### src/rtl/rft_pkg.sv
// ----------------------------------------------------------------------------
// rft_pkg - shared types and constants for the rail fence transposer
// Beat payloads, register map codes and state encodings.
// ----------------------------------------------------------------------------
package rft_pkg;

    localparam int BYTE_W   = 8;
    localparam int LETTER_W = 7;
    localparam int RAIL_W   = 7;
    localparam int ADDR_W   = 3;
    localparam int DATA_W   = 32;

    // Rails outside this window are clamped to it.
    localparam logic [RAIL_W-1:0] RAIL_MIN = 7'd2;
    localparam logic [RAIL_W-1:0] RAIL_MAX = 7'd64;
    localparam logic [RAIL_W-1:0] RAIL_RST = 7'd2;

    localparam logic [BYTE_W-1:0] CHAR_UP_A = 8'h41;
    localparam logic [BYTE_W-1:0] CHAR_UP_Z = 8'h5A;
    localparam logic [BYTE_W-1:0] CHAR_LO_A = 8'h61;
    localparam logic [BYTE_W-1:0] CHAR_LO_Z = 8'h7A;
    localparam logic [BYTE_W-1:0] CASE_BIT  = 8'h20;

    typedef struct packed {
        logic [BYTE_W-1:0] in_byte;
        logic              in_last;
    } t_in;

    typedef struct packed {
        logic [LETTER_W-1:0] out_letter;
        logic                out_last;
        logic                overflow;
    } t_out;

    // Register index, taken from paddr[2].
    typedef enum logic [0:0] {
        REG_RAIL_COUNT   = 1'b0,
        REG_DECRYPT_MODE = 1'b1
    } t_reg_idx;

    typedef enum logic [2:0] {
        ST_LOAD,
        ST_WALK,
        ST_RD_ORD,
        ST_RD_LET,
        ST_FILL,
        ST_SEND
    } t_top_state;

    typedef enum logic [0:0] {
        WALK_IDLE,
        WALK_RUN
    } t_walk_state;

endpackage

### src/rtl/rail_fence_transposer.sv
// ----------------------------------------------------------------------------
// rail_fence_transposer - rail fence cipher over a byte stream
// Buffers the letters of one message, then emits them in rail fence order
// (encrypt) or scattered back from their zigzag positions (decrypt).
// ----------------------------------------------------------------------------
//
//  Channel  | Direction | Handshake                 | Payload
//  ---------+-----------+---------------------------+--------------------------
//  in       | sink      | i_in_valid / o_in_stall   | i_in_data  (t_in)
//  out      | source    | o_out_valid / i_out_stall | o_out_data (t_out)
//  config   | sink      | psel/penable/pwrite/pready| paddr, pwdata, prdata
//
//  Message bytes are taken one beat per cycle while loading.
//  A final beat with n stored letters starts the zigzag walk on the shared
//  step unit; the order table and letter buffer are then read back one
//  output beat at a time, each through two registered RAM reads in series
//  and held while the output stalls. After a final beat with letters stored,
//  no input beat is taken until the last letter leaves.
//  Reset clears the control state and configuration registers; the RAMs need no clearing.
// ----------------------------------------------------------------------------
module rail_fence_transposer #(
    parameter int MAX_LEN = 64
) (
    input  logic                        i_clk,
    input  logic                        i_rst_n,
    // input beats
    input  logic                        i_in_valid,
    output logic                        o_in_stall,
    input  rft_pkg::t_in                i_in_data,
    // output beats
    output logic                        o_out_valid,
    input  logic                        i_out_stall,
    output rft_pkg::t_out               o_out_data,
    // configuration
    input  logic                        psel,
    input  logic                        penable,
    input  logic                        pwrite,
    input  logic [rft_pkg::ADDR_W-1:0]  paddr,
    input  logic [rft_pkg::DATA_W-1:0]  pwdata,
    output logic [rft_pkg::DATA_W-1:0]  prdata,
    output logic                        pready
);

    import rft_pkg::*;

    localparam int IDX_W = $clog2(MAX_LEN);
    localparam int CNT_W = $clog2(MAX_LEN + 1);

    // ------------------------------------------------------------------
    // Configuration registers
    // ------------------------------------------------------------------
    logic [RAIL_W-1:0] r_rail;
    logic              r_decrypt;
    logic              cfg_wr;
    t_reg_idx          reg_idx;

    assign pready  = 1'b1;
    assign cfg_wr  = psel && penable && pwrite;
    assign reg_idx = t_reg_idx'(paddr[2]);

    always_ff @(posedge i_clk) begin
        if (!i_rst_n) begin
            r_rail    <= RAIL_RST;
            r_decrypt <= 1'b0;
        end else if (cfg_wr) begin
            unique case (reg_idx)
                REG_RAIL_COUNT:   r_rail    <= pwdata[RAIL_W-1:0];
                REG_DECRYPT_MODE: r_decrypt <= pwdata[0];
                default: ;
            endcase
        end
    end

    always_comb begin
        unique case (reg_idx)
            REG_RAIL_COUNT:   prdata = DATA_W'(r_rail);
            REG_DECRYPT_MODE: prdata = DATA_W'(r_decrypt);
            default:          prdata = '0;
        endcase
    end

    // Clamp the rail count into the legal window.
    logic [RAIL_W-1:0] rails_eff;
    always_comb begin
        if (r_rail < RAIL_MIN) begin
            rails_eff = RAIL_MIN;
        end else if (r_rail > RAIL_MAX) begin
            rails_eff = RAIL_MAX;
        end else begin
            rails_eff = r_rail;
        end
    end

    // ------------------------------------------------------------------
    // Control registers
    // ------------------------------------------------------------------
    t_top_state       r_state,     n_state;
    logic [CNT_W-1:0] r_count,     n_count;
    logic             r_ovf,       n_ovf;
    logic [CNT_W-1:0] r_k,         n_k;
    logic             r_out_valid, n_out_valid;
    t_out             r_out,       n_out;

    logic                in_acc;
    logic                is_upper;
    logic                is_letter;
    logic [BYTE_W-1:0]   lower_byte;
    logic                let_we;
    logic                walk_start;
    logic                walk_done;
    logic                ord_we;
    logic [IDX_W-1:0]    ord_waddr;
    logic [IDX_W-1:0]    ord_wdata;
    logic [IDX_W-1:0]    ord_rdata;
    logic [LETTER_W-1:0] let_rdata;

    assign o_in_stall  = (r_state != ST_LOAD);
    assign in_acc      = i_in_valid && !o_in_stall;
    assign o_out_valid = r_out_valid;
    assign o_out_data  = r_out;

    // Letter filter: fold upper case down, drop everything else.
    always_comb begin
        is_upper   = (i_in_data.in_byte >= CHAR_UP_A) && (i_in_data.in_byte <= CHAR_UP_Z);
        is_letter  = is_upper ||
                     ((i_in_data.in_byte >= CHAR_LO_A) && (i_in_data.in_byte <= CHAR_LO_Z));
        lower_byte = is_upper ? (i_in_data.in_byte | CASE_BIT) : i_in_data.in_byte;
    end

    always_ff @(posedge i_clk) begin
        if (!i_rst_n) begin
            r_state     <= ST_LOAD;
            r_count     <= '0;
            r_ovf       <= 1'b0;
            r_k         <= '0;
            r_out_valid <= 1'b0;
        end else begin
            r_state     <= n_state;
            r_count     <= n_count;
            r_ovf       <= n_ovf;
            r_k         <= n_k;
            r_out_valid <= n_out_valid;
        end
        r_out <= n_out;
    end

    always_comb begin
        n_state     = r_state;
        n_count     = r_count;
        n_ovf       = r_ovf;
        n_k         = r_k;
        n_out_valid = r_out_valid;
        n_out       = r_out;
        let_we      = 1'b0;
        walk_start  = 1'b0;
        unique case (r_state)
            ST_LOAD: begin
                if (in_acc) begin
                    if (is_letter) begin
                        if (r_count < CNT_W'(MAX_LEN)) begin
                            let_we  = 1'b1;
                            n_count = r_count + CNT_W'(1);
                        end else begin
                            n_ovf = 1'b1;
                        end
                    end
                    if (i_in_data.in_last) begin
                        if (n_count == '0) begin
                            // empty message: nothing to send, just clear
                            n_ovf = 1'b0;
                        end else begin
                            walk_start = 1'b1;
                            n_state    = ST_WALK;
                        end
                    end
                end
            end
            ST_WALK: begin
                if (walk_done) begin
                    n_k     = '0;
                    n_state = ST_RD_ORD;
                end
            end
            ST_RD_ORD: n_state = ST_RD_LET;
            ST_RD_LET: n_state = ST_FILL;
            ST_FILL: begin
                n_out.out_letter = let_rdata;
                n_out.out_last   = (r_k + CNT_W'(1)) == r_count;
                n_out.overflow   = r_ovf;
                n_out_valid      = 1'b1;
                n_state          = ST_SEND;
            end
            ST_SEND: begin
                if (!i_out_stall) begin
                    n_out_valid = 1'b0;
                    if (r_out.out_last) begin
                        n_count = '0;
                        n_ovf   = 1'b0;
                        n_state = ST_LOAD;
                    end else begin
                        n_k     = r_k + CNT_W'(1);
                        n_state = ST_RD_ORD;
                    end
                end
            end
            default: n_state = ST_LOAD;
        endcase
    end

    // ------------------------------------------------------------------
    // Datapath: walk sequencer, order table, letter buffer
    // ------------------------------------------------------------------
    rft_zigzag #(
        .MAX_LEN (MAX_LEN)
    ) u_zigzag (
        .i_clk     (i_clk),
        .i_rst_n   (i_rst_n),
        .i_start   (walk_start),
        .i_count   (r_count),
        .i_rails   (rails_eff),
        .i_decrypt (r_decrypt),
        .o_wr_en   (ord_we),
        .o_wr_addr (ord_waddr),
        .o_wr_data (ord_wdata),
        .o_done    (walk_done)
    );

    // Order table: read at the output index.
    rft_ram #(
        .WIDTH (IDX_W),
        .DEPTH (MAX_LEN)
    ) u_order_ram (
        .i_clk   (i_clk),
        .i_we    (ord_we),
        .i_waddr (ord_waddr),
        .i_wdata (ord_wdata),
        .i_raddr (r_k[IDX_W-1:0]),
        .o_rdata (ord_rdata)
    );

    // Letter buffer: written in arrival order, read where the table points.
    rft_ram #(
        .WIDTH (LETTER_W),
        .DEPTH (MAX_LEN)
    ) u_letter_ram (
        .i_clk   (i_clk),
        .i_we    (let_we),
        .i_waddr (r_count[IDX_W-1:0]),
        .i_wdata (lower_byte[LETTER_W-1:0]),
        .i_raddr (ord_rdata),
        .o_rdata (let_rdata)
    );

    // ------------------------------------------------------------------
    // Assertions
    // ------------------------------------------------------------------
    a_count_bound: assert property (@(posedge i_clk) disable iff (!i_rst_n)
        r_count <= CNT_W'(MAX_LEN))
        else $error("letter count beyond buffer depth");

    a_no_out_while_loading: assert property (@(posedge i_clk) disable iff (!i_rst_n)
        (r_state == ST_LOAD) |-> !o_out_valid)
        else $error("output beat while loading");

    a_last_letter_starts_walk: assert property (@(posedge i_clk) disable iff (!i_rst_n)
        (in_acc && i_in_data.in_last && is_letter) |=> (r_state == ST_WALK))
        else $error("final letter did not start the walk");

    a_run_end_clears: assert property (@(posedge i_clk) disable iff (!i_rst_n)
        (o_out_valid && !i_out_stall && o_out_data.out_last)
            |=> (r_count == '0 && !r_ovf && r_state == ST_LOAD))
        else $error("message state not cleared after final beat");

endmodule

### src/rtl/rft_ram.sv
// ----------------------------------------------------------------------------
// rft_ram - generic single-write, single-read RAM
// One write port and one read port; read data is registered.
// ----------------------------------------------------------------------------
module rft_ram #(
    parameter int WIDTH = 8,
    parameter int DEPTH = 64
) (
    input  logic                     i_clk,
    input  logic                     i_we,
    input  logic [$clog2(DEPTH)-1:0] i_waddr,
    input  logic [WIDTH-1:0]         i_wdata,
    input  logic [$clog2(DEPTH)-1:0] i_raddr,
    output logic [WIDTH-1:0]         o_rdata
);

    logic [WIDTH-1:0] r_mem [DEPTH];
    logic [WIDTH-1:0] r_rdata;

    always_ff @(posedge i_clk) begin
        if (i_we) begin
            r_mem[i_waddr] <= i_wdata;
        end
        r_rdata <= r_mem[i_raddr];
    end

    assign o_rdata = r_rdata;

endmodule

### src/rtl/rft_zigzag.sv
// ----------------------------------------------------------------------------
// rft_zigzag - zigzag walk sequencer
// Steps row by row along the rail pattern with one shared step unit and writes
// one entry of the order table per visited position.
// ----------------------------------------------------------------------------
module rft_zigzag #(
    parameter int MAX_LEN = 64
) (
    input  logic                              i_clk,
    input  logic                              i_rst_n,
    input  logic                              i_start,
    input  logic [$clog2(MAX_LEN+1)-1:0]      i_count,
    input  logic [rft_pkg::RAIL_W-1:0]        i_rails,
    input  logic                              i_decrypt,
    output logic                              o_wr_en,
    output logic [$clog2(MAX_LEN)-1:0]        o_wr_addr,
    output logic [$clog2(MAX_LEN)-1:0]        o_wr_data,
    output logic                              o_done
);

    import rft_pkg::*;

    localparam int IDX_W  = $clog2(MAX_LEN);
    localparam int CNT_W  = $clog2(MAX_LEN + 1);
    localparam int POS_W  = $clog2(MAX_LEN + 2 * int'(RAIL_MAX));
    localparam int STEP_W = RAIL_W + 1;

    t_walk_state       r_state, n_state;
    logic [RAIL_W-1:0] r_row,   n_row;
    logic [POS_W-1:0]  r_pos,   n_pos;
    logic              r_down,  n_down;
    logic [CNT_W-1:0]  r_k,     n_k;

    logic [RAIL_W-1:0] rails_m1;
    logic [RAIL_W-1:0] half_step;
    logic [STEP_W-1:0] step;
    logic [CNT_W-1:0]  k_inc;
    logic              in_range;

    // Shared step unit: distance to the next position on this rail.
    always_comb begin
        rails_m1 = i_rails - RAIL_W'(1);
        if (r_row == '0 || r_row == rails_m1) begin
            half_step = rails_m1;
        end else if (r_down) begin
            half_step = rails_m1 - r_row;
        end else begin
            half_step = r_row;
        end
        step     = {half_step, 1'b0};
        k_inc    = r_k + CNT_W'(1);
        in_range = r_pos < POS_W'(i_count);
    end

    always_ff @(posedge i_clk) begin
        if (!i_rst_n) begin
            r_state <= WALK_IDLE;
        end else begin
            r_state <= n_state;
        end
        r_row  <= n_row;
        r_pos  <= n_pos;
        r_down <= n_down;
        r_k    <= n_k;
    end

    always_comb begin
        n_state   = r_state;
        n_row     = r_row;
        n_pos     = r_pos;
        n_down    = r_down;
        n_k       = r_k;
        o_wr_en   = 1'b0;
        o_done    = 1'b0;
        o_wr_addr = i_decrypt ? r_pos[IDX_W-1:0] : r_k[IDX_W-1:0];
        o_wr_data = i_decrypt ? r_k[IDX_W-1:0]   : r_pos[IDX_W-1:0];
        unique case (r_state)
            WALK_IDLE: begin
                if (i_start) begin
                    n_state = WALK_RUN;
                    n_row   = '0;
                    n_pos   = '0;
                    n_down  = 1'b1;
                    n_k     = '0;
                end
            end
            WALK_RUN: begin
                if (in_range) begin
                    o_wr_en = 1'b1;
                    n_k     = k_inc;
                    n_pos   = r_pos + POS_W'(step);
                    n_down  = !r_down;
                    if (k_inc == i_count) begin
                        o_done  = 1'b1;
                        n_state = WALK_IDLE;
                    end
                end else begin
                    // Rail exhausted: drop to the next one.
                    n_row  = r_row + RAIL_W'(1);
                    n_pos  = POS_W'(r_row + RAIL_W'(1));
                    n_down = 1'b1;
                end
            end
            default: n_state = WALK_IDLE;
        endcase
    end

endmodule

### config.mk
export PLATFORM = sky130hd
export DESIGN_NAME = rail_fence_transposer
export DESIGN_NICKNAME = d
export VERILOG_FILES = /design/src/rtl/rft_pkg.sv /design/src/rtl/rail_fence_transposer.sv /design/src/rtl/rft_ram.sv /design/src/rtl/rft_zigzag.sv
export SDC_FILE = /design/constraint.sdc
export NUM_CORES = 1
export LEC_CHECK = 0
export BUFFER_PORTS_ARGS = -buffer_cell sky130_fd_sc_hd__buf_2
export CELL_PAD_IN_SITES_DETAIL_PLACEMENT = 0
export CELL_PAD_IN_SITES_GLOBAL_PLACEMENT = 1
export CORE_MARGIN = 3
export CORE_UTILIZATION = 35
export CTS_CLUSTER_SIZE = 16
export DETAILED_ROUTE_END_ITERATION = 8
export MAX_ROUTING_LAYER = met4
export PLACE_DENSITY_LB_ADDON = 0.1
export SLEW_MARGIN = 40
export SYNTH_ARGS = -nofsm -noshare
export SYNTH_HDL_FRONTEND = slang
export SYNTH_SLANG_ARGS = --single-unit
### constraint.sdc
create_clock -name i_clk -period 5.34 [get_ports i_clk]
set_input_delay 0.267 -clock i_clk [delete_from_list [all_inputs] [get_ports i_clk]]
set_output_delay 0.267 -clock i_clk [all_outputs]
set_load 0.01 [all_outputs]
==> summary.md, run 1 <==
| Metric | Value |
|---|---|
| Status | `completed` |
| Max Cap Viol | `0` |
| H-tree Lvls | `3` |
| Setup-failing EPs final | `0` |
| Area leader, netlist | `edfxtp_1` |
| Total negative slack | `0 ps` |
| Die Width | `around 330 µm` |
| Psw | `roughly 3000 µW` |
| Req. time, crit path | `between 5000 and 6000 ps` |
| Async SR Flop Fraction | `0%` |
| Syn Area/Cell | `~19 µm²` |
| Setup Fix Bufs, Post-CTS | `0` |
| Top cells by area, synth | `edfxtp_1 70%, mux4_2 16%, dfxtp_1 2.2%` |
| RSZ-0062 raised after global routing | `no` |
| CP delay by family, top | `simple AND/OR/NAND/NOR gates` |
| DRC | `0` |
| Seq pwr share | `51.7%` |
| Pre-CTS WS | `about 550 ps` |
| Critical path class | `reg2reg` |
| Initial core utilization | `around 36%` |
| Routed len/inst | `~26 µm` |
| Core Area | `~100000 µm²` |
| CP Capture Type | `register` |
| Pwr dens | `about 360 nW/µm²` |
| CTS clk-pin slew, worst paths | `~60 ps` |
| Routed vias | `roughly 18000` |
| Worst vdd ir | `roughly 0.00025 V` |
| Most frequent cell after synthesis | `edfxtp_1` |
| Slew Limit Fails | `0` |
| Most frequent cells after synthesis | `864 x edfxtp_1, 260 x mux4_2, 188 x nor2_1` |
| Post-Route Utilization | `between 40% and 50%` |
| I/O pin count | `95` |
| Synthesis Warnings | `0` |
| Synthesized netlist cell count | `just under 2000` |
| Nets | `between 2000 and 2500` |
| Most used DFF post-synth | `edfxtp_1` |
| Layout area overhead | `14.4%` |
| Clock share of power | `about 46%` |
| Internal power | `12000 µW` |
| First-pass DRT Iterations | `5` |
| Number of synthesized flops with an enable pin | `864` |
| Gr ovfl total | `0` |
| PortBufs | `41` |
| First-pass GRT wire length | `about 130000 µm` |
| Flops & latches, synth | `905` |
| Vias per cell | `approximately 5.2` |
| Final Hold Viols | `0` |
| Proportion of netlist area held by the largest area contributor | `between 60% and 70%` |
| Global Route Usage Sum | `between 15 and 20%` |
| Netlist area before placement | `~37000 µm²` |
| Synth unique cells | `80` |
| Bufs and invs on worst path | `3` |
| Area occupied by multi-input gates | `a little under 10000 µm²` |
| Worst-Skew Late Latency | `just under 700 ps` |
| Detail Placement HPWL | `approximately 56000 µm` |
| Register area share after synthesis | `~72%` |
| First-iteration detailed-routing DRC count | `around 1600` |
| HP Class | `in2reg` |
| Crit path time final | `around 4700 ps` |
| Max frequency | `between 200 and 250 MHz` |
| Crit-path cells | `nor4_2, nor2b_1, nor3b_1, inv_1, ha_1, nor3b_1, o21ai_0, ha_1, nand3_1, o21ai_0, buf_4, nor2_1, a21oi_1, ha_1, inv_1, fa_1, nor2b_1, nor3_1, o21bai_1, a21oi_1, xor2_1, xnor2_1, o21ai_1` |
| CP peak stage delay | `about 470 ps` |
| Routed Antenna Nets | `0` |
| CTS Buf Count | `roughly 100` |
| Slew @ Worst Pin | `857 ps` |
| Share of cells above drive strength 1 | `between 20% and 30%` |
| TritonCTS clock tree | `built` |
| CP max FO | `11` |
| Worst-case clock buffer depth | `3` |
| Die area | `approximately 110000 µm²` |
| Initial antenna violation count | `1` |
| GP Congestion | `~0.77` |
| Vias in the first global route | `19100` |
| Leak | `0.0132 µW` |
| DRT Wirelength | `~90000 µm` |
| Final worst-path cycle share | `a little under 90%` |
| Overall power | `15100 µW` |
| CTS sink count | `slightly above 900` |
| Fillers | `around 9300` |
| Reg area | `26800 µm²` |
| Largest net degree at the start of global routing | `66` |
| Post-route setup slack | `roughly 600 ps` |
| CTS root buffer | `clkbuf_16` |
| Critical Path AT | `slightly above 5000 ps` |
| Setup Skew | `35.4 ps` |
| Slew margin rel. | `around 43%` |
| Die Height | `~330 µm` |
| Sw frac | `roughly a fifth` |
| Startpoint Class | `register` |
| Worst path most repeated cell | `ha_1` |
| Comb pwr share | `2.3%` |
| CP max-delay cell | `dfxtp_1` |
| Row Count | `between 100 and 150` |
==> stage by stage <==
step           hold slack [ps]  cell area [µm²]  instances
2_1_floorplan              366            37200       1979
3_3_place_gp               388            38900       3318
3_5_place_dp               389            39000       3318
4_1_cts                   16.8            42500       3521
5_1_grt                   50.8            42500       3522
6_report                  69.9            42500       3523
==> path summary, 6_finish.rpt <==
path	from	endpoint	slack [ps]	depth (start not counted)
worst min-delay path	i_in_data[3]	u_letter_ram.r_mem[14][2]$_DFFE_PP_	70	1
worst max-delay path	r_rail[2]$_SDFFE_PN0P_	u_zigzag.r_pos[7]$_SDFFCE_PN0P_	600	23
worst min register to register	u_letter_ram.o_rdata[3]$_DFF_P_	o_out_data[5]$_DFFE_PP_	400	0
worst max register to register	r_rail[2]$_SDFFE_PN0P_	u_zigzag.r_pos[7]$_SDFFCE_PN0P_	600	23
==> kinds of logic after synthesis <==
| kind of cell | count (synthesis) | synth area share (%) |
|---|---|---|
| compound gates | 143 | 2.64 |
| xor+xnor | 36 | 0.869 |
| fa+ha+maj | 27 | 0.950 |
| buf+inv | 156 | 2.07 |
| flops | 905 | 72.1 |
| mux | 280 | 16.4 |
| other cells | 2 | 0.0202 |
| simple gates | 406 | 5.02 |
==> state kept, by name (all words and copies together), names as in the netlist, 3 cells and up <==
name / count
u_zigzag.r_row: 7
u_order_ram.r_mem: 384
r_rail: 7
u_letter_ram.r_mem: 448
u_zigzag.r_pos: 8
o_out_data: 9
u_order_ram.o_rdata: 6
r_state: 3
u_zigzag.r_k: 7
u_letter_ram.o_rdata: 7
r_count: 7
r_k: 7
==> power by group through the flow <==
stage / clock [µW] / sequential, µW / combinational [µW]
finish: 6960 / 7810 / 346
global route: 7450 / 7810 / 389
CTS: 7160 / 7810 / 355
detailed placement: 0 / 7960 / 345
global placement: 0 / 7960 / 335
floorplan: 0 / 7950 / 205
==> repair_timing <==
item                                   4_1_cts  5_1_grt
endpoints found under the hold margin       25        0
hold buffers                                17        0
resized for setup                            0        0
==> worst register-to-register path, cell delays in order (launching register included) <==
cell and delay, ps:
dfxtp_1 470, nor4_2 120, nor2b_1 140, nor3b_1 440
inv_1 90, ha_1 270, nor3b_1 150, o21ai_0 300
ha_1 230, nand3_1 130, o21ai_0 200, buf_4 200
nor2_1 60, a21oi_1 130, ha_1 190, inv_1 60
fa_1 430, nor2b_1 160, nor3_1 80, o21bai_1 170
a21oi_1 100, xor2_1 150, xnor2_1 160, o21ai_1 70
==> cell type report <==
| cell class | instances | share of cell area, % |
|---|---|---|
| sequential | 905 | 63.1 |
| multi-input combinational | 918 | 22.9 |
| clock buffer | 122 | 6.23 |
| clock inverter | 64 | 1.65 |
| tap | 1380 | 4.06 |
| timing repair buffer | 99 | 1.76 |
| inverter | 33 | 0.292 |
| antenna | 2 | 0.0118 |
==> cells in the final DEF, fill, tap and decap left out, types with 6 or more instances in the layout <==
cell type      synthesis  final
and2_1                10     10
conb_1                 2     26
inv_1                 30     30
nand2b_1               9      8
a31oi_1                6      6
clkbuf_16              0    101
nor2b_1               21     21
dfxtp_1               41     34
a211oi_1               6      6
nor2_2                 1     10
a22oi_1               28     28
nand2_1               84     84
buf_4                 26     36
or3_1                  7      7
mux4_2               260    260
nor3_1                15     15
o21ai_0               26     25
a21oi_1               27     27
ha_1                  25     25
buf_2                 29     41
edfxtp_1             864    864
xnor2_1               21     21
mux2_2                11     11
bufinv_16              0     13
clkbuf_1              51     17
mux2i_1                8      8
dlygate4sd3_1          0     17
xor2_1                14     14
clkinv_2               0     12
nor2_1               188    179
clkinv_1               3     33
nand3_1               34     31
==> layer usage <==
metal | global-route usage [%] | vias to the layer above | share of wire [%] | routed length [µm]
met3 | 2.72 | 128 | 3.9 | 3540
met2 | 27.5 | 409 | 50 | 45400
met5 | - | - | 0 | 0
met4 | 4.60 | 0 | 2.2 | 2020
li1 | - | 8091 | - | -
met1 | 22.0 | 9656 | 44 | 39500
Power figures use the tool's default switching activity.
==> run 2, diff against run 1 <==
==> constraint.sdc (replaced) <==
create_clock -name i_clk -period 5 [get_ports i_clk]
set_input_delay 0.25 -clock i_clk [delete_from_list [all_inputs] [get_ports i_clk]]
set_output_delay 0.25 -clock i_clk [all_outputs]
set_load 0.01 [all_outputs]
==> summary.md, run 2 (same netlist as run 1, synthesis figures left out) <==
| Metric | Value |
|---|---|
| Status | `completed` |
| Pwr dens | `378 nW/µm²` |
| H-tree Lvls | `3` |
| Nets | `2141` |
| Final worst-path cycle share | `approximately 92%` |
| Largest net degree at the start of global routing | `66` |
| RR Startpoint | `r_rail[2]$_SDFFE_PN0P_` |
| Setup Skew | `around 30 ps` |
| N_diodes | `0` |
| Die Height | `about 330 µm` |
| Slew margin rel. | `43.8%` |
| Startpoint Class | `register` |
| CTS root buffer | `clkbuf_16` |
| Die area | `around 110000 µm²` |
| Critical path class | `reg2reg` |
| Vias in the first global route | `19400` |
| Final Hold Viols | `0` |
| First-pass GRT wire length | `around 130000 µm` |
| Max Cap Viol | `0` |
| Overall power | `approximately 16000 µW` |
| Layout area overhead | `14.3%` |
| I/O pin count | `95` |
| Setup Fix Bufs, Post-CTS | `0` |
| Routed vias | `approximately 18000` |
| Fillers | `~9300` |
| First-iteration detailed-routing DRC count | `roughly 1500` |
| Crit-path cells | `nor4_4, nor2b_1, nor3b_2, inv_1, ha_1, nor3b_1, o21ai_0, ha_1, nand3_1, o21ai_0, buf_4, nor2_1, a21oi_1, ha_1, inv_1, fa_1, nor2b_1, nor3_1, o21bai_1, a21oi_1, xor2_1, xnor2_1, o21ai_1` |
| Slew Limit Fails | `0` |
| CTS clk-pin slew, worst paths | `around 60 ps` |
| Core Area | `~100000 µm²` |
| Setup-failing EPs final | `0` |
| Top reg by flops | `u_letter_ram.r_mem` |
| HP Start | `penable` |
| Leak | `0.0132 µW` |
| Worst path most repeated cell | `ha_1` |
| Global Route Usage Sum | `17.0%` |
| Routed len/inst | `roughly 26 µm` |
| Slew @ Worst Pin | `839 ps` |
| Vias per cell | `5.19` |
| Gr ovfl total | `0` |
| CP Capture Type | `register` |
| Routed Antenna Nets | `0` |
| Share of cells above drive strength 1 | `25.1%` |
| CP max FO | `11` |
| DRC | `0` |
| Row Count | `between 100 and 150` |
| First-pass DRT Iterations | `5` |
| CTS sink count | `between 900 and 1000` |
| CTS Buf Count | `100` |
| Worst-Skew Late Latency | `680 ps` |
| Crit path time final | `4600 ps` |
| Detail Placement HPWL | `approximately 57000 µm` |
| Initial antenna violation count | `0` |
| Initial core utilization | `a little over a third` |
| Setup crit start | `r_rail[2]$_SDFFE_PN0P_` |
| CP max-delay cell | `fa_1` |
| Worst-case clock buffer depth | `3` |
| Max FFs per register | `approximately 450` |
| CP peak stage delay | `430 ps` |
| Final hold slack | `between 60 and 70 ps` |
| PortBufs | `about 40` |
| TritonCTS clock tree | `built` |
| GP Congestion | `0.764` |
| Sw frac | `between 20% and 30%` |
| Comb pwr share | `roughly 2.3%` |
| Req. time, crit path | `around 5400 ps` |
| Most common cell after layout, fill and taps aside | `edfxtp_1` |
| Seq pwr share | `52.0%` |
| DRT Wirelength | `90500 µm` |
| HP Class | `in2reg` |
| Bufs and invs on worst path | `3` |
| Psw | `between 3000 and 4000 µW` |
| CP delay by family, top | `simple AND/OR/NAND/NOR gates` |
| Die Width | `between 300 and 400 µm` |
| Most frequent cells in the layout | `864 x edfxtp_1, 260 x mux4_2, 181 x nor2_1` |
| Max frequency | `about 220 MHz` |
| Clock share of power | `a little under half` |
| Critical Path AT | `5020 ps` |
| Internal power | `12700 µW` |
| Worst vdd ir | `0.000284 V` |
==> run 2: changes by cell type in the layout (fill, tap and decap cells not counted), moves of 3 or more <==
cell and delta:
buf_4 +7, clkinv_1 -12, bufinv_16 -3, dlygate4sd3_1 -3
nand3_1 +3, nand3_2 -3, clkbuf_1 +15
==> run 2: power groups by stage <==
stage          Clock (µW)  Combinational (µW)  Sequential (µW)
2_1_floorplan           0                 219             8490
3_3_place_gp            0                 359             8500
3_5_place_dp            0                 369             8500
4_1_cts              7520                 377             8340
5_1_grt              7860                 414             8340
6_report             7340                 370             8340
==> run 2: cell type report <==
cell class	count	area (µm²)	share of cell area (%)
flip-flops and latches	905	26800	63.1
multi-input cells	918	9740	22.9
clock buffers	138	2710	6.37
well taps	1380	1730	4.07
repair buffers	105	808	1.90
clock inverters	51	566	1.33
inverters	33	124	0.292
==> run 2: what timing repair did <==
item	in CTS	in global routing
endpoints found under the hold margin	17	0
hold buffers	14	0
endpoints found under the setup margin	0	1
gates resized for setup	0	2
==> run 2: path summary, 6_finish.rpt <==
| kind | endpoint | slack [ps] | cells after the start |
|---|---|---|---|
| worst max register to register | u_zigzag.r_pos[7]$_SDFFCE_PN0P_ | 400 | 23 |
| worst min-delay path | r_rail[0]$_SDFFE_PN0P_ | 60 | 5 |
| worst min register to register | o_out_data[6]$_DFFE_PP_ | 400 | 0 |
| worst max-delay path | u_zigzag.r_pos[7]$_SDFFCE_PN0P_ | 400 | 23 |
==> run 2: per-stage QoR <==
step	setup WS (ps)	utilization, %	instance area, µm²	instances	setup TNS [ps]
6_report	397	40.7	42500	3530	0
5_1_grt	-7.32	40.7	42500	3530	-7.32
4_1_cts	358	40.6	42400	3530	0
3_5_place_dp	378	37.4	39000	3327	0
3_3_place_gp	299	37.4	39000	3326	0
2_1_floorplan	851	-	37200	1979	0
==> run 2: tightest hold or removal path, cell delays in order <==
cell and delay [ps]:
buf_2 100, nand3_1 70, nor2_1 110, nand2_1 100, a21oi_1 50
==> run 2: per-layer routing <==
layer / vias up / GRT usage [%] / routed length (µm)
met5: - / - / 0
met3: 115 / 2.35 / 3600
met1: 9694 / 22.0 / 38800
met4: 0 / 4.36 / 1800
li1: 8110 / - / -
met2: 390 / 28.3 / 46300
==> run 3, diff against run 2 <==
--- a/config.mk
+++ b/config.mk
@@ -5,6 +5,7 @@
 export SDC_FILE = /design/constraint.sdc
 export NUM_CORES = 1
 export LEC_CHECK = 0
+export ABC_AREA = 1
 export BUFFER_PORTS_ARGS = -buffer_cell sky130_fd_sc_hd__buf_2
 export CELL_PAD_IN_SITES_DETAIL_PLACEMENT = 0
 export CELL_PAD_IN_SITES_GLOBAL_PLACEMENT = 1
==> summary.md, run 3 <==
| Metric | Value |
|---|---|
| HP Class | `in2reg` |
| First-iteration detailed-routing DRC count | `around 1800` |
| First-pass DRT Iterations | `5` |
| Final Hold Viols | `0` |
| Sw frac | `between 30% and 40%` |
| DRC | `0` |
| Worst vdd ir | `around 0.00026 V` |
| Startpoint Class | `register` |
| Most frequent cell after synthesis | `edfxtp_1` |
| TritonCTS clock tree | `built` |
| CP delay by family, top | `simple AND/OR/NAND/NOR gates` |
| CTS Buf Count | `just over 100` |
| CP max-delay cell | `fa_1` |
| Most frequent cells in the layout | `864 x edfxtp_1, 740 x nor2_1, 549 x o21ai_0` |
| CP max FO | `9` |
| Die Height | `335 µm` |
| PortBufs | `slightly above 40` |
| Nets | `about 3300` |
| DRT Wirelength | `~110000 µm` |
| CTS clk-pin slew, worst paths | `~60 ps` |
| Max frequency | `221 MHz` |
| Hold depth | `1` |
| Layout area overhead | `14.1%` |
| Post-Synth Simple-Gate Area | `between 10% and 20%` |
| Slew @ Worst Pin | `a little under 900 ps` |
| Overall power | `roughly 22000 µW` |
| Proportion of netlist area held by the largest area contributor | `68.6%` |
| Leak | `around 0.014 µW` |
| HP Start | `i_in_data[2]` |
| I/O pin count | `95` |
| Netlist area before placement | `37800 µm²` |
| Comb pwr share | `26.3%` |
| Critical path class | `reg2reg` |
| Initial core utilization | `a little over a third` |
| Slew Limit Fails | `0` |
| Total negative slack | `0 ps` |
| Clock share of power | `roughly 33%` |
| Synthesized netlist cell count | `about 3200` |
| Most used DFF post-synth | `edfxtp_1` |
| Routed vias | `between 20000 and 30000` |
| Flops & latches, synth | `around 910` |
| Initial antenna violation count | `2` |
| Global Route Usage Sum | `20.1%` |
| CP peak stage delay | `between 400 and 500 ps` |
| Synthesis Warnings | `0` |
| Top reg by flops | `u_letter_ram.r_mem` |
| CP Capture Type | `register` |
| Synth unique cells | `53` |
| Most common cell after layout, fill and taps aside | `edfxtp_1` |
| Gr ovfl total | `0` |
| Psw | `7550 µW` |
| Setup Skew | `24.8 ps` |
| Req. time, crit path | `5440 ps` |
| Die Width | `about 330 µm` |
| Number of synthesized flops with an enable pin | `around 860` |
| Top cells by area, synth | `edfxtp_1 69%, o21ai_0 7.4%, nor2_1 7.4%` |
| First-pass GRT wire length | `approximately 160000 µm` |
| Max FFs per register | `about 450` |
| Internal power | `14500 µW` |
| Largest net degree at the start of global routing | `approximately 140` |
| Routed Antenna Nets | `0` |
| Most frequent cells after synthesis | `864 x edfxtp_1, 741 x nor2_1, 557 x o21ai_0` |
| Reg2Reg Depth | `31` |
| Post-Synth Adder-Cell Area | `0.933%` |
| Async SR Flop Fraction | `0%` |
| Syn Area/Cell | `about 12 µm²` |
| Worst r2r dst | `u_zigzag.r_pos[7]$_SDFFCE_PN0P_` |
| RSZ-0062 raised after global routing | `no` |
| Share of cells above drive strength 1 | `9.85%` |
| Slew margin rel. | `approximately two fifths` |
| Worst-case clock buffer depth | `3` |
| Compound-cell area share of the yosys netlist | `between 10% and 20%` |
| Worst min-delay path endpoint | `u_letter_ram.r_mem[58][1]$_DFFE_PP_` |
| RR Startpoint | `r_rail[4]$_SDFFE_PN0P_` |
| Fillers | `about 10000` |
| Final worst-path cycle share | `approximately nine tenths` |
| Largest family of logic cells by synthesized area | `compound AO/OA/AOI/OAI gates` |
| Area leader, netlist | `edfxtp_1` |
| CTS sink count | `905` |
| Critical Path AT | `around 5000 ps` |
| Detail Placement HPWL | `about 68000 µm` |
| Pwr dens | `between 500 and 600 nW/µm²` |
| Crit path time final | `around 4500 ps` |
| R2R Setup Slk | `about 480 ps` |
| Max Cap Viol | `0` |
| Row Count | `119` |
| Routed len/inst | `~23 µm` |
| Status | `completed` |
| CTS root buffer | `clkbuf_16` |
| Setup crit start | `r_rail[4]$_SDFFE_PN0P_` |
| H-tree Lvls | `3` |
| GP Congestion | `0.844` |
| Worst path most repeated cell | `nor2_1` |
| Core Area | `106000 µm²` |
| Mux share of post-synthesis cell area | `0%` |
| Post-synthesis xor/xnor area fraction | `0.695%` |
| Vias in the first global route | `25000` |
| Register area share after synthesis | `70.8%` |
| Worst-Skew Late Latency | `680 ps` |
| Die area | `between 100000 and 150000 µm²` |
| Setup-failing EPs final | `0` |
| Vias per cell | `5.31` |
| Seq pwr share | `about two fifths` |
| Bufs and invs on worst path | `5` |
==> run 3: cell count changes in the layout (fill, tap and decap cells not counted), sizes merged, moves of 31 or more <==
cell / delta
nand3: +31
o221ai: +33
o21ai: +538
inv: +58
mux4: -260
nand2: +78
o22ai: +216
buf: +39
nor2: +557
==> run 3: kinds of logic after synthesis <==
| kind of cell | count (synthesis) |
|---|---|
| and+or+nand+nor | 1007 |
| DFF | 905 |
| AOI/OAI and AO/OA | 900 |
| buffers and inverters | 313 |
| xor gates and xnor gates | 30 |
| adders and majority gates | 27 |
| other | 2 |
==> run 3: layer usage <==
layer / track usage [%] / vias to the layer above / routed length (µm)
met3: 2.47 / 141 / 4360
met1: 26.0 / 12600 / 49400
met5: - / - / 0
met4: 4.86 / 0 / 2190
met2: 33.7 / 552 / 54500
li1: - / 11700 / -
==> run 3: through the flow <==
| step | instance area (µm²) | hold WS [ps] | std cells | setup slack (ps) | utilization [%] |
|---|---|---|---|---|---|
| 2_1_floorplan | 37900 | 349 | 3208 | 867 | - |
| 3_3_place_gp | 39700 | 407 | 4507 | 201 | 37.3 |
| 3_5_place_dp | 39700 | 419 | 4509 | 268 | 37.3 |
| 4_1_cts | 43100 | 2.51 | 4709 | 255 | 40.5 |
| 5_1_grt | 43200 | 38.8 | 4711 | 30.1 | 40.6 |
| 6_report | 43200 | 47.1 | 4712 | 477 | 40.6 |
==> run 3: worst max-delay path by stage <==
stage / to / slack (ps) / cells after the start
finish: u_zigzag.r_pos[7]$_SDFFCE_PN0P_ / 480 / 31
global placement: u_zigzag.r_pos[7]$_SDFFCE_PN0P_ / 200 / 32
CTS: u_zigzag.r_pos[7]$_SDFFCE_PN0P_ / 260 / 32
floorplan: u_zigzag.r_pos[7]$_SDFFCE_PN0P_ / 870 / 32
detailed placement: u_zigzag.r_pos[7]$_SDFFCE_PN0P_ / 270 / 32
global route: u_zigzag.r_pos[7]$_SDFFCE_PN0P_ / 30 / 32
==> run 3: cell type report <==
| class | instances | area, µm² | area share [%] |
|---|---|---|---|
| antenna | 2 | 5.00 | 0.0116 |
| clock buffer | 127 | 2730 | 6.32 |
| clock inverter | 58 | 531 | 1.23 |
| inverter | 94 | 375 | 0.870 |
| multi-input combinational | 1990 | 9890 | 22.9 |
| sequential | 905 | 26800 | 62.1 |
| tap | 1391 | 1740 | 4.03 |
| timing repair buffer | 145 | 1100 | 2.55 |
==> run 3: timing repair <==
action / 4_1_cts / 5_1_grt
endpoints found under the hold margin: 39 / 0
setup buffers: 0 / 0
hold buffers: 15 / 0
gates resized for setup: 0 / 5
endpoints found under the setup margin: 0 / 1
==> run 3: power groups by stage <==
| stage | sequential (µW) | combinational (µW) | clock [µW] |
|---|---|---|---|
| CTS | 8930 | 5870 | 7500 |
| floorplan | 8840 | 3670 | 0 |
| global placement | 9090 | 5830 | 0 |
| global route | 8950 | 6420 | 7780 |
| detailed placement | 9090 | 5850 | 0 |
| finish | 8920 | 5810 | 7330 |
